**src/rtl/core/spc_pkg.sv**
```systemverilog
`default_nettype none
// ---------------------------------------------------------------------------
// Stepper position controller package
// Shared widths, field positions, command and register codes.
// ---------------------------------------------------------------------------
package spc_pkg;

    // Position word, 1/65536 degree units, two's complement
    localparam int POS_BITS = 32;

    // Configuration registers
    localparam int STEP_W     = 24;
    localparam int LIMIT_W    = 31;
    localparam int CFG_DATA_W = 31;
    localparam int CFG_ADDR_W = 2;

    localparam logic [STEP_W-1:0]  STEP_SIZE_RST   = 24'd117965;
    localparam logic [LIMIT_W-1:0] UPPER_LIMIT_RST = 31'd23592960;

    typedef enum logic [CFG_ADDR_W-1:0] {
        REG_STEP_SIZE   = 2'd0,
        REG_UPPER_LIMIT = 2'd1,
        REG_HOME_DIR    = 2'd2
    } cfg_reg_t;

    // Input command codes, carried on s_tuser
    localparam int FUNC_W = 3;
    typedef enum logic [FUNC_W-1:0] {
        FUNC_TICK    = 3'd0,
        FUNC_HOME    = 3'd1,
        FUNC_MOVE    = 3'd2,
        FUNC_ENABLE  = 3'd3,
        FUNC_DISABLE = 3'd4
    } func_t;

    // Input tdata layout
    localparam int TARGET_W   = 32;
    localparam int IN_DATA_W  = 40;
    localparam int IN_TGT_LSB = 0;
    localparam int IN_LIMIT   = TARGET_W;

    // Output tdata layout
    localparam int OUT_POS_W   = 32;
    localparam int OUT_DATA_W  = 40;
    localparam int OUT_PULSE   = 0;
    localparam int OUT_DIR     = 1;
    localparam int OUT_ENN     = 2;
    localparam int OUT_POS_LSB = 3;
    localparam int OUT_BUSY    = OUT_POS_LSB + OUT_POS_W;
    localparam int OUT_DONE    = OUT_BUSY + 1;
    localparam int OUT_USED_W  = OUT_DONE + 1;

endpackage : spc_pkg
`default_nettype wire

```
**src/rtl/core/stepper_position_controller_core.sv**
```systemverilog
`default_nettype none
// ---------------------------------------------------------------------------
// Stepper position controller core
// Step/direction controller with homing and position tracking.
// ---------------------------------------------------------------------------
// Each input transaction (tick or command) produces exactly one output
// transaction in the next cycle. The position update, step decision and mode
// change are done in a single registered pass: one step adder feeding the
// range compare and the after-step distance compare. A new transaction is
// taken every clock cycle while the output register is empty or being
// drained, so the sustained rate is one item per cycle. Configuration writes
// take effect at the next clock edge and must only be issued while idle.
module stepper_position_controller_core (
    input  wire logic                             aclk,
    input  wire logic                             aresetn,
    // configuration write port
    input  wire logic                             cfg_wr_en,
    input  wire logic [spc_pkg::CFG_ADDR_W-1:0]   cfg_addr,
    input  wire logic [spc_pkg::CFG_DATA_W-1:0]   cfg_wdata,
    // input stream
    input  wire logic                             s_tvalid,
    output      logic                             s_tready,
    // tdata: target_position[31:0], limit_pressed[32], zero fill
    input  wire logic [spc_pkg::IN_DATA_W-1:0]    s_tdata,
    // tuser: func[2:0]
    input  wire logic [spc_pkg::FUNC_W-1:0]       s_tuser,
    // output stream
    output      logic                             m_tvalid,
    input  wire logic                             m_tready,
    // tdata: step_pulse[0], dir_level[1], enable_n[2], current_position[34:3],
    //        busy_res[35], home_done[36], zero fill
    output      logic [spc_pkg::OUT_DATA_W-1:0]   m_tdata
);
    import spc_pkg::*;

    typedef enum logic [1:0] {
        MODE_IDLE,
        MODE_HOMING,
        MODE_MOVE
    } mode_t;

    typedef logic signed [POS_BITS-1:0] pos_t;

    localparam int CMP_BITS  = ((POS_BITS > LIMIT_W) ? POS_BITS : LIMIT_W) + 1;
    localparam int DIST_BITS = ((POS_BITS + 1 > STEP_W) ? POS_BITS + 1 : STEP_W) + 1;

    // True when |a - b| exceeds the step size
    function automatic logic dist_exceeds(input pos_t a, input pos_t b,
                                          input logic [STEP_W-1:0] step);
        logic signed [DIST_BITS-1:0] d;
        logic signed [DIST_BITS-1:0] s;
        begin
            d = DIST_BITS'(a) - DIST_BITS'(b);
            s = DIST_BITS'({1'b0, step});
            return (d > s) || (d < -s);
        end
    endfunction

    // Configuration registers
    logic [STEP_W-1:0]  step_size_reg;
    logic [LIMIT_W-1:0] upper_limit_reg;
    logic               home_neg_reg;

    // Controller state
    mode_t mode_reg,   mode_next;
    pos_t  pos_reg,    pos_next;
    pos_t  goal_reg,   goal_next;
    logic  dir_reg,    dir_next;
    logic  dis_reg,    dis_next;

    // Output register
    logic                  m_tvalid_reg;
    logic [OUT_DATA_W-1:0] m_tdata_reg, m_tdata_next;

    // Datapath signals
    logic         accept;
    func_t        func;
    pos_t         target;
    logic         limit_pressed;
    pos_t         step_ext;
    pos_t         pos_step;
    logic signed [CMP_BITS-1:0] step_cmp;
    logic         step_in_range;
    logic         far_now;
    logic         far_after;
    logic         far_target;
    logic         pulse;
    logic         done;

    assign s_tready = !m_tvalid_reg || m_tready;
    assign accept   = s_tvalid && s_tready;
    assign m_tvalid = m_tvalid_reg;
    assign m_tdata  = m_tdata_reg;

    assign func          = func_t'(s_tuser);
    assign target        = pos_t'($signed(s_tdata[IN_TGT_LSB +: TARGET_W]));
    assign limit_pressed = s_tdata[IN_LIMIT];

    // One step in the current direction and its checks
    assign step_ext      = pos_t'({1'b0, step_size_reg});
    assign pos_step      = dir_reg ? (pos_reg - step_ext) : (pos_reg + step_ext);
    assign step_cmp      = CMP_BITS'(pos_step);
    // Strictly positive and strictly below the upper limit
    assign step_in_range = !step_cmp[CMP_BITS-1] && (step_cmp != '0) &&
                           (step_cmp < $signed(CMP_BITS'({1'b0, upper_limit_reg})));
    assign far_now       = dist_exceeds(pos_reg, goal_reg, step_size_reg);
    assign far_after     = dist_exceeds(pos_step, goal_reg, step_size_reg);
    assign far_target    = dist_exceeds(pos_reg, target, step_size_reg);

    // Next state and result for the accepted transaction
    always_comb begin
        mode_next = mode_reg;
        pos_next  = pos_reg;
        goal_next = goal_reg;
        dir_next  = dir_reg;
        dis_next  = dis_reg;
        pulse     = 1'b0;
        done      = 1'b0;
        case (func)
            FUNC_TICK: begin
                case (mode_reg)
                    MODE_HOMING: begin
                        if (limit_pressed) begin
                            pos_next  = '0;
                            mode_next = MODE_IDLE;
                            done      = 1'b1;
                        end else begin
                            pos_next = pos_step;
                            pulse    = step_in_range;
                        end
                    end
                    MODE_MOVE: begin
                        if (far_now) begin
                            pos_next = pos_step;
                            pulse    = step_in_range;
                        end
                        if (!(far_now && far_after)) begin
                            mode_next = MODE_IDLE;
                        end
                    end
                    default: begin
                        mode_next = mode_reg;
                    end
                endcase
            end
            FUNC_HOME: begin
                pos_next  = pos_t'({1'b0, upper_limit_reg});
                dir_next  = home_neg_reg;
                mode_next = MODE_HOMING;
            end
            FUNC_MOVE: begin
                if (target == pos_reg) begin
                    mode_next = MODE_IDLE;
                end else begin
                    goal_next = target;
                    dir_next  = (target < pos_reg);
                    mode_next = far_target ? MODE_MOVE : MODE_IDLE;
                end
            end
            FUNC_ENABLE: begin
                dis_next = 1'b0;
            end
            FUNC_DISABLE: begin
                dis_next = 1'b1;
            end
            default: begin
                dis_next = dis_reg;
            end
        endcase

        m_tdata_next                          = '0;
        m_tdata_next[OUT_PULSE]               = pulse;
        m_tdata_next[OUT_DIR]                 = dir_next;
        m_tdata_next[OUT_ENN]                 = dis_next;
        m_tdata_next[OUT_POS_LSB +: OUT_POS_W] = OUT_POS_W'(pos_next);
        m_tdata_next[OUT_BUSY]                = (mode_next != MODE_IDLE);
        m_tdata_next[OUT_DONE]                = done;
    end

    // Hold configuration
    always_ff @(posedge aclk) begin
        if (!aresetn) begin
            step_size_reg   <= STEP_SIZE_RST;
            upper_limit_reg <= UPPER_LIMIT_RST;
            home_neg_reg    <= 1'b1;
        end else if (cfg_wr_en) begin
            case (cfg_reg_t'(cfg_addr))
                REG_STEP_SIZE:   step_size_reg   <= cfg_wdata[STEP_W-1:0];
                REG_UPPER_LIMIT: upper_limit_reg <= cfg_wdata[LIMIT_W-1:0];
                REG_HOME_DIR:    home_neg_reg    <= cfg_wdata[0];
                default:         home_neg_reg    <= home_neg_reg;
            endcase
        end
    end

    // Advance state and load the result on each accepted transaction
    always_ff @(posedge aclk) begin
        if (!aresetn) begin
            mode_reg     <= MODE_IDLE;
            pos_reg      <= '0;
            goal_reg     <= '0;
            dir_reg      <= 1'b0;
            dis_reg      <= 1'b0;
            m_tvalid_reg <= 1'b0;
        end else begin
            if (accept) begin
                mode_reg    <= mode_next;
                pos_reg     <= pos_next;
                goal_reg    <= goal_next;
                dir_reg     <= dir_next;
                dis_reg     <= dis_next;
                m_tdata_reg <= m_tdata_next;
            end
            if (accept) begin
                m_tvalid_reg <= 1'b1;
            end else if (m_tready) begin
                m_tvalid_reg <= 1'b0;
            end
        end
    end

endmodule : stepper_position_controller_core
`default_nettype wire

```
**config.mk**
```make
export PLATFORM = sky130hd
export DESIGN_NAME = stepper_position_controller_core
export DESIGN_NICKNAME = d
export VERILOG_FILES = /design/src/rtl/core/spc_pkg.sv /design/src/rtl/core/stepper_position_controller_core.sv
export SDC_FILE = /design/constraint.sdc
export NUM_CORES = 1
export LEC_CHECK = 0
export BUFFER_PORTS_ARGS = -buffer_cell sky130_fd_sc_hd__buf_2
export CORE_MARGIN = 2
export CORE_UTILIZATION = 34
export CTS_CLUSTER_SIZE = 16
export DETAILED_ROUTE_END_ITERATION = 16
export PLACE_DENSITY_LB_ADDON = 0.1
export SYNTH_ARGS = -nofsm -noshare
export SYNTH_HDL_FRONTEND = slang
export SYNTH_SLANG_ARGS = --single-unit
```
**constraint.sdc**
```tcl
create_clock -name aclk -period 14.9 [get_ports aclk]
set_input_delay 1.49 -clock aclk [delete_from_list [all_inputs] [get_ports aclk]]
set_output_delay 1.49 -clock aclk [all_outputs]
set_load 0.05 [all_outputs]
```
After elaboration in Yosys (flattened, before gate mapping). Cells that the tools add are included. W data, S select, Z words.

Flip-flop bits (word level): 162. Input port bits: 81. Output and inout bits: 42. Logic and storage cells: 77.

Add/sub/neg operators: 6. $lt $le $gt $ge: 8. Eq/ne operators: 9. Multiplexer cells: 20. Bitwise logic cells: 1. Reduce and logical (&&, ||, !) cells: 21.

Operators by type and width (count): $pmux W32 S2 (2); $lt A33 B34 Y1 (3); $gt A33 B25 Y1 (3); $sub A32 B32 Y33 (3); $mux W32 (3); $lt A32 B32 Y1 (2); $neg A24 Y34 (1); $reduce_bool A33 Y1 (1); $add A32 B25 Y32 (1); $eq A32 B32 Y1 (1); $sub A32 B25 Y32 (1); $reduce_and A2 Y1 (5); $mux W2 (4); $eq A3 B2 Y1 const B (2); $mux W1 (6); $pmux W1 S2 (3); $pmux W2 S3 (1); $eq A2 B1 Y1 const B (2); $eq A2 B2 Y1 const B (2); $logic_and A1 B1 Y1 (4); $logic_or A1 B1 Y1 (4); $pmux W2 S2 (1); $reduce_bool A2 Y1 (2); $eq A3 B1 Y1 const B (1); other kinds (6) (7).

Depth between registers and ports, before layout. Gate-level depths: netlist of the first run.

Word-level depth: 10. Gate-level depth with buffers: 41. Gate-level depth less buffers: 40.

Worst setup path after synthesis of the first run. OpenSTA, ideal clock, no wires.

Kind: reg2reg. Start point: reg step_size_reg[1]. End point: reg m_tdata_reg[35] (netlist: m_tdata[35]) (data pin). Setup time: 0.254 ns. Arrival time: 7.528 ns. Data required time: 14.646 ns. Setup slack: 7.118 ns. Stages on the path, launching flop included: 38. Path buffers: 0. Period minus slack after synthesis: 7.782 ns. Path through: dfxtp_1 > inv_1 > ha_1 > nand2_1 > nor3_1 > nand2_1 > nor4_1 > and4_1 > nand2_1 > nor2_1 > nor2_1 > xnor2_1 > ha_1 > a21o_1 > a21o_1 > a21oi_1 > nor2_1 > a2111oi_0 > [2 not listed] > xor2_1 > xnor2_1 > ha_1 > inv_1 > nand2_1 > o31a_1 > o311a_1 > ha_1 > nand4_1 > or3_1 > a2111o_1 > o221ai_1 > o221ai_1 > a2111oi_0 > or4b_1 > nand4_1 > o211ai_1 > a21o_1.

Longest elaborated chain between the ends: 10. Elaborated cells between the ends (all ways): 21. Classes of those cells: add/sub: 4; order compare: 6; mux: 6; reduce/logical: 5.

RTL lines: start: declaration (RTL line stepper_position_controller_core.sv:60) `logic [STEP_W-1:0] step_size_reg;`; start signal: assignment (RTL line stepper_position_controller_core.sv:188) `REG_STEP_SIZE: step_size_reg <= cfg_wdata[STEP_W-1:0];`; $add A32 B25 Y32 or $sub A32 B25 Y32 (tied branches) (RTL line stepper_position_controller_core.sv:101) `assign pos_step = dir_reg ? (pos_reg - step_ext) : (pos_reg + step_ext);`; $mux W32 (RTL line stepper_position_controller_core.sv:101); $sub A32 B32 Y33 (RTL line stepper_position_controller_core.sv:53) `d = DIST_BITS'(a) - DIST_BITS'(b);`; $lt A33 B34 Y1 or $gt A33 B25 Y1 (tied branches) (RTL line stepper_position_controller_core.sv:55) `return (d > s) || (d < -s);`; $logic_or A1 B1 Y1 (RTL line stepper_position_controller_core.sv:55); $logic_and A1 B1 Y1 (RTL line stepper_position_controller_core.sv:137) `if (!(far_now && far_after)) begin`; $mux W2 (RTL line stepper_position_controller_core.sv:137); $pmux W2 S2 (RTL line stepper_position_controller_core.sv:121) `case (mode_reg)`; $pmux W2 S3 (*) (RTL line stepper_position_controller_core.sv:119) `case (func)`; $reduce_bool A2 Y1 (*) (RTL line stepper_position_controller_core.sv:176) `m_tdata_next[OUT_BUSY] = (mode_next != MODE_IDLE);`; named net m_tdata_next[35] (RTL line stepper_position_controller_core.sv:73) `logic [OUT_DATA_W-1:0] m_tdata_reg, m_tdata_next;`; end signal: assignment (RTL line stepper_position_controller_core.sv:212) `m_tdata_reg <= m_tdata_next;`; end: declaration (RTL line stepper_position_controller_core.sv:73).

Mark *: on every way through the listed nets, which the timed path passes. The rest lies on a longest branch. A chain may end at the register's enable or synchronous reset.

Worst setup path in the final report of the first run. Ends and elaborated chain as after synthesis.

==> results of run 1 <==
## cells by family after synthesis
logic type	synth area share
XOR/XNOR	0.0668
AO/OA/AOI/OAI	0.271
adder cells (fa/ha/maj)	0.219
other	0.000195
multiplexers	0.00260
buffers and inverters	0.0560
AND/OR/NAND/NOR	0.197
flip-flops	0.188
## routing by layer
layer | vias to the layer above | routed length (µm) | track usage
met5 | - | 0 | 0
met4 | 0 | 2410 | 0.0913
met3 | 93 | 3580 | 0.0300
met2 | 534 | 32300 | 0.392
met1 | 9212 | 36000 | 0.350
li1 | 9337 | - | -
## cell type report
class                           instances  area, µm²
Clock inverter                         11        140
Multi-Input combinational cell       2071      14600
Clock buffer                           21        482
Inverter                              172        646
Fill cell                            5928      35000
Tap cell                              756        946
Timing Repair Buffer                  132        711
Sequential cell                       162       3610
## through the flow
stage	cells	instance area [µm²]	power, µW	setup slack [ns]
2_1_floorplan	2505	19300	1310	7.12
3_3_place_gp	3293	20500	1620	4.41
3_5_place_dp	3293	20500	1640	4.20
4_1_cts	3325	21100	2140	4.12
5_1_grt	3325	21100	2300	3.46
6_report	3325	21100	2140	4.33
## how the worst max path moves through the flow
stage / depth (start not counted) / to / start
after floorplan: 37 / m_tdata[35]$_DFFE_PP_ / step_size_reg[1]$_SDFFE_PN0P_
after global placement: 37 / m_tdata[35]$_DFFE_PP_ / step_size_reg[1]$_SDFFE_PN0P_
after detailed placement: 37 / m_tdata[35]$_DFFE_PP_ / step_size_reg[1]$_SDFFE_PN0P_
after CTS: 37 / m_tdata[35]$_DFFE_PP_ / step_size_reg[1]$_SDFFE_PN0P_
after global routing: 35 / m_tdata[35]$_DFFE_PP_ / step_size_reg[1]$_SDFFE_PN0P_
final: 37 / m_tdata[35]$_DFFE_PP_ / step_size_reg[1]$_SDFFE_PN0P_
## worst max-delay path, delay by kind of cell, from the launching register on
kind                     cells  cell delay, ns
XOR/XNOR                     1            0.50
buffers and inverters        1            0.18
AND/OR/NAND/NOR             18            5.25
adder cells (fa/ha/maj)      4            1.10
flip-flops                   1            0.35
AO/OA/AOI/OAI               13            2.89
## synth_stat cells (26+ instances only)
cell type | count | area share
a21o_1 | 74 | 0.029
nand2_1 | 301 | 0.059
edfxtp_1 | 37 | 0.058
o21a_1 | 26 | 0.010
clkbuf_1 | 80 | 0.016
o211ai_1 | 27 | 0.011
nor3_1 | 58 | 0.015
dfxtp_1 | 125 | 0.13
xor2_1 | 42 | 0.019
ha_1 | 331 | 0.21
nor2b_1 | 27 | 0.0088
nor2_1 | 174 | 0.034
inv_1 | 172 | 0.034
o21ai_0 | 114 | 0.030
nand3_1 | 69 | 0.018
o22ai_1 | 37 | 0.012
nand4_1 | 50 | 0.016
o31ai_1 | 30 | 0.012
a21oi_1 | 242 | 0.063
xnor2_1 | 105 | 0.048
## report_power, final
part           leakage [µW]  switching [µW]  total [µW]  internal, µW
Clock              0.000302             219         488           269
Combinational       0.00757             728        1160           432
Sequential          0.00137            24.0         492           468
==> flow_summary_export.csv, run 1 <==
group,metric,value,unit
clocking,h-tree-depth,4,
placed_design,numPortBuffers,112,
timing,hold_ws,0.458,ns
setup_path,r2r_slack,4.33,ns
min_path,hold_end,"goal_reg[26]$_SDFFE_PN0P_",
detailed_routing,wl,74300,µm
min_path,min_path_type,"reg -> reg",
setup_path,cp-start-kind,"register",
placed_design,routabilityCongestion,0.945,
synthesis,synth.cell_area,19300,µm²
timing,hold_viol,0,
floorplanning,io-pin-count,123,
timing,finalSetupViolations,0,
floorplanning,die_w,242,µm
layout,layout_commonest_cell,"ha_1",
detailed_routing,firstDrtPassIters,5,
detailed_routing,detail-route-antenna-nets,0,
clocking,cts_tree,"done",
timing,report.final.slew_viol_count,0,
global_route,globalRouteOverflowTotal,0,
synthesis,netlist_instances,2503,
timing,fin_skew,0.0104,ns
placed_design,place_hpwl,61100,µm
timing,rsz0062_at_grt,"false",
pwr,irDropWorstVdd,0.0960,mV
synthesis,synthArstFlopShare,0,
layout,drive_gt1_frac,0.0868,
clocking,cts_root_buffer,"clkbuf_16",
setup_path,crit_type,"reg -> reg",
layout,antenna_cells,0,
min_path,worstHoldPathCells,2,
global_route,grt_max_degree,63,
run,cap_violations,0,
synthesis,synth_edf_count,37,
setup_path,crit_slowest_cell,"nor3_1",
floorplanning,die_h,242,µm
global_route,grt_pass1_wl,111000,µm
synthesis,ys_ff_latch,162,
layout,area_growth,9.68,%
layout,num-nets-final,2972,
setup_path,worstPathRequired,15.14,ns
clocking,ctsHoldBuffers,0,
floorplanning,core,56200,µm²
synthesis,synth_ff_type,"dfxtp_1",
timing,layout_min_cycle_time,10.57,ns
pwr,leakage,0.00925,µW
global_route,antenna_found_initial,1,
setup_path,slowest_delay,0.91,ns
synthesis,yosys_warnings,0,
layout,largest_reg_flops,37,
clocking,cts_buffer_depth,2,
floorplanning,dieArea,58600,µm²
min_path,hp-start,"goal_reg[26]$_SDFFE_PN0P_",
floorplanning,start_util,0.343,
clocking,clk_pin_slew,0.07,ns
clocking,clock-sinks,162,
layout,final_cell_mix,"ha_1, nand2_1, a21oi_1, nor2_1, inv_1",
detailed_routing,vias_per_cell,5.77,
floorplanning,rows,87,
detailed_routing,wl_per_cell,22.4,µm
timing,max_freq,0.0946,GHz
clocking,clk_latency,0.50,ns
setup_path,r2r-end,"m_tdata[35]$_DFFE_PP_",
detailed_routing,drc_errors,0,
clocking,cts.repair.resized,0,
detailed_routing,drtIter0Drc,1529,
timing,post-route-period-util,0.710,
global_route,grt_pass1_vias,18579,
clocking,post_cts_buffers,0,
timing,final.setup.tns,0,ns
global_route,grt_usage,0.250,
layout,utilization,0.376,
setup_path,critPathCaptureType,"register",
setup_path,reg2reg_depth,37,
detailed_routing,num_vias,19176,
setup_path,r2r-start,"step_size_reg[1]$_SDFFE_PN0P_",
timing,relSlewSlack,0.187,
setup_path,worstPathMaxFanout,8,
synthesis,yosysUniqueCellTypes,91,
setup_path,arrival,10.81,ns
clocking,cts-buffers-inserted,17,
synthesis,synth_seq_area_share,0.188,
status,status,"finished clean",
timing,worstMarginPinSlew,1.22,ns
synthesis,avgSynthCellArea,7.70,µm²
pwr,p_per_area,101,nW/µm²
Power figures use the tool's default switching activity.
==> run 2: changes to the inputs <==
Clock period 14.9 ns to 10.24 ns, I/O delays scaled along.
==> flow_summary_export.csv, run 2 (synthesis results as in run 1) <==
group,metric,value,unit
global_route,globalRouteOverflowTotal,0,
layout,multiInputGateArea,14700,µm²
global_route,grt_usage,0.254,
timing,relSlewSlack,0.365,
timing,post-route-period-util,0.911,
setup_path,cp-start-kind,"register",
pwr,power,3090,µW
run,cap_violations,0,
clocking,cts.repair.resized,0,
timing,worstMarginPinSlew,0.944,ns
clocking,ctsHoldBuffers,0,
timing,fin_skew,0.0119,ns
clocking,cts_tree,"done",
floorplanning,io-pin-count,123,
setup_path,critPathCaptureType,"register",
timing,setup_ws,0.910,ns
timing,report.final.slew_viol_count,0,
pwr,pwr-share-seq,0.232,
detailed_routing,drtIter0Drc,1320,
detailed_routing,detail-route-antenna-nets,0,
pwr,comb_power_share,0.552,
clocking,clock-sinks,162,
timing,layout_min_cycle_time,9.33,ns
floorplanning,die_h,242,µm
global_route,antenna_found_initial,0,
floorplanning,die_w,242,µm
detailed_routing,wl,75200,µm
layout,drive_gt1_frac,0.0956,
setup_path,worstPathRequired,10.51,ns
floorplanning,rows,87,
floorplanning,core,56200,µm²
pwr,p_sw_frac,0.468,
detailed_routing,firstDrtPassIters,6,
pwr,p_clk_frac,0.216,
placed_design,place_hpwl,61600,µm
layout,layout_commonest_cell,"ha_1",
clocking,cts_buffer_depth,2,
placed_design,post-place-ws,0.496,ns
layout,layout.area.seq,3610,µm²
layout,area_growth,10.3,%
min_path,min_path_type,"reg -> reg",
floorplanning,start_util,0.343,
layout,fill_cells,5964,
setup_path,slowest_delay,0.50,ns
setup_path,arrival,9.60,ns
pwr,p_switching,1450,µW
clocking,post_cts_buffers,0,
setup_path,worstPathMaxFanout,6,
detailed_routing,vias_per_cell,5.71,
timing,max_freq,0.107,GHz
pwr,p_int,1640,µW
placed_design,numPortBuffers,112,
global_route,grt_pass1_vias,18681,
detailed_routing,num_vias,19058,
clocking,cts_root_buffer,"clkbuf_16",
timing,finalSetupViolations,0,
detailed_routing,drc_errors,0,
clocking,clk_pin_slew,0.08,ns
timing,hold_viol,0,
clocking,cts-buffers-inserted,17,
pwr,irDropWorstVdd,0.156,mV
detailed_routing,wl_per_cell,22.5,µm
floorplanning,dieArea,58600,µm²
placed_design,routabilityCongestion,0.933,
layout,num-nets-final,2986,
layout,final_cell_mix,"ha_1, nand2_1, a21oi_1, nor2_1, inv_1",
pwr,p_per_area,145,nW/µm²
global_route,grt_max_degree,63,
setup_path,crit_slowest_cell,"or4b_1",
clocking,h-tree-depth,4,
pwr,leakage,0.00930,µW
setup_path,crit_type,"reg -> reg",
layout,antenna_cells,0,
status,status,"finished clean",
global_route,grt_pass1_wl,113000,µm
clocking,clk_latency,0.51,ns
layout,largest_reg_flops,37,
## run 2: power groups by stage
| stage | logic (µW) | clock network (µW) | registers (µW) |
|---|---|---|---|
| 4_1_cts | 1680 | 690 | 715 |
| 3_3_place_gp | 1650 | 0 | 729 |
| 6_report | 1710 | 666 | 717 |
| 3_5_place_dp | 1670 | 0 | 730 |
| 2_1_floorplan | 1170 | 0 | 738 |
| 5_1_grt | 1890 | 710 | 720 |
## run 2: per-layer routing
layer,vias up,share of wire,global-route usage
li1,9357,-,-
met1,9146,0.49,0.364
met2,481,0.44,0.400
met3,74,0.044,0.0257
met4,0,0.024,0.0793
met5,-,0,0
## run 2: layout make-up
| type | count | share of cell area |
|---|---|---|
| clock buffers | 17 | 0.0200 |
| inverters | 172 | 0.0304 |
| repair buffers | 146 | 0.0384 |
| clock inverters | 15 | 0.00689 |
| flip-flops and latches | 162 | 0.170 |
| multi-input cells | 2071 | 0.690 |
| well taps | 756 | 0.0445 |
## run 2: worst max-delay path: cells and delay by family, from the launching register on
family | cells | cell delay, ns
compound gates | 14 | 3.39
simple gates | 14 | 2.94
xor+xnor | 3 | 0.82
buf+inv | 2 | 0.33
flops | 1 | 0.34
fa+ha+maj | 4 | 1.28
## run 2: final timing paths
path                                                     from                         to  slack, ns  depth (start not counted)
worst max register to register  step_size_reg[1]$_SDFFE_PN0P_      m_tdata[35]$_DFFE_PP_       0.91                         37
worst max-delay path            step_size_reg[1]$_SDFFE_PN0P_      m_tdata[35]$_DFFE_PP_       0.91                         37
worst min-delay path                goal_reg[24]$_SDFFE_PN0P_  goal_reg[24]$_SDFFE_PN0P_       0.46                          2
worst min register to register      goal_reg[24]$_SDFFE_PN0P_  goal_reg[24]$_SDFFE_PN0P_       0.46                          2
## run 2: stage by stage
step	util	setup TNS, ns	instances	hold slack (ns)	area (µm²)
floorplan	-	0	2505	0.436	19300
global placement	0.367	0	3307	0.443	20600
detailed placement	0.367	0	3307	0.448	20600
CTS	0.377	0	3339	0.458	21200
global route	0.378	-0.0322	3339	0.471	21200
finish	0.378	0	3339	0.456	21200
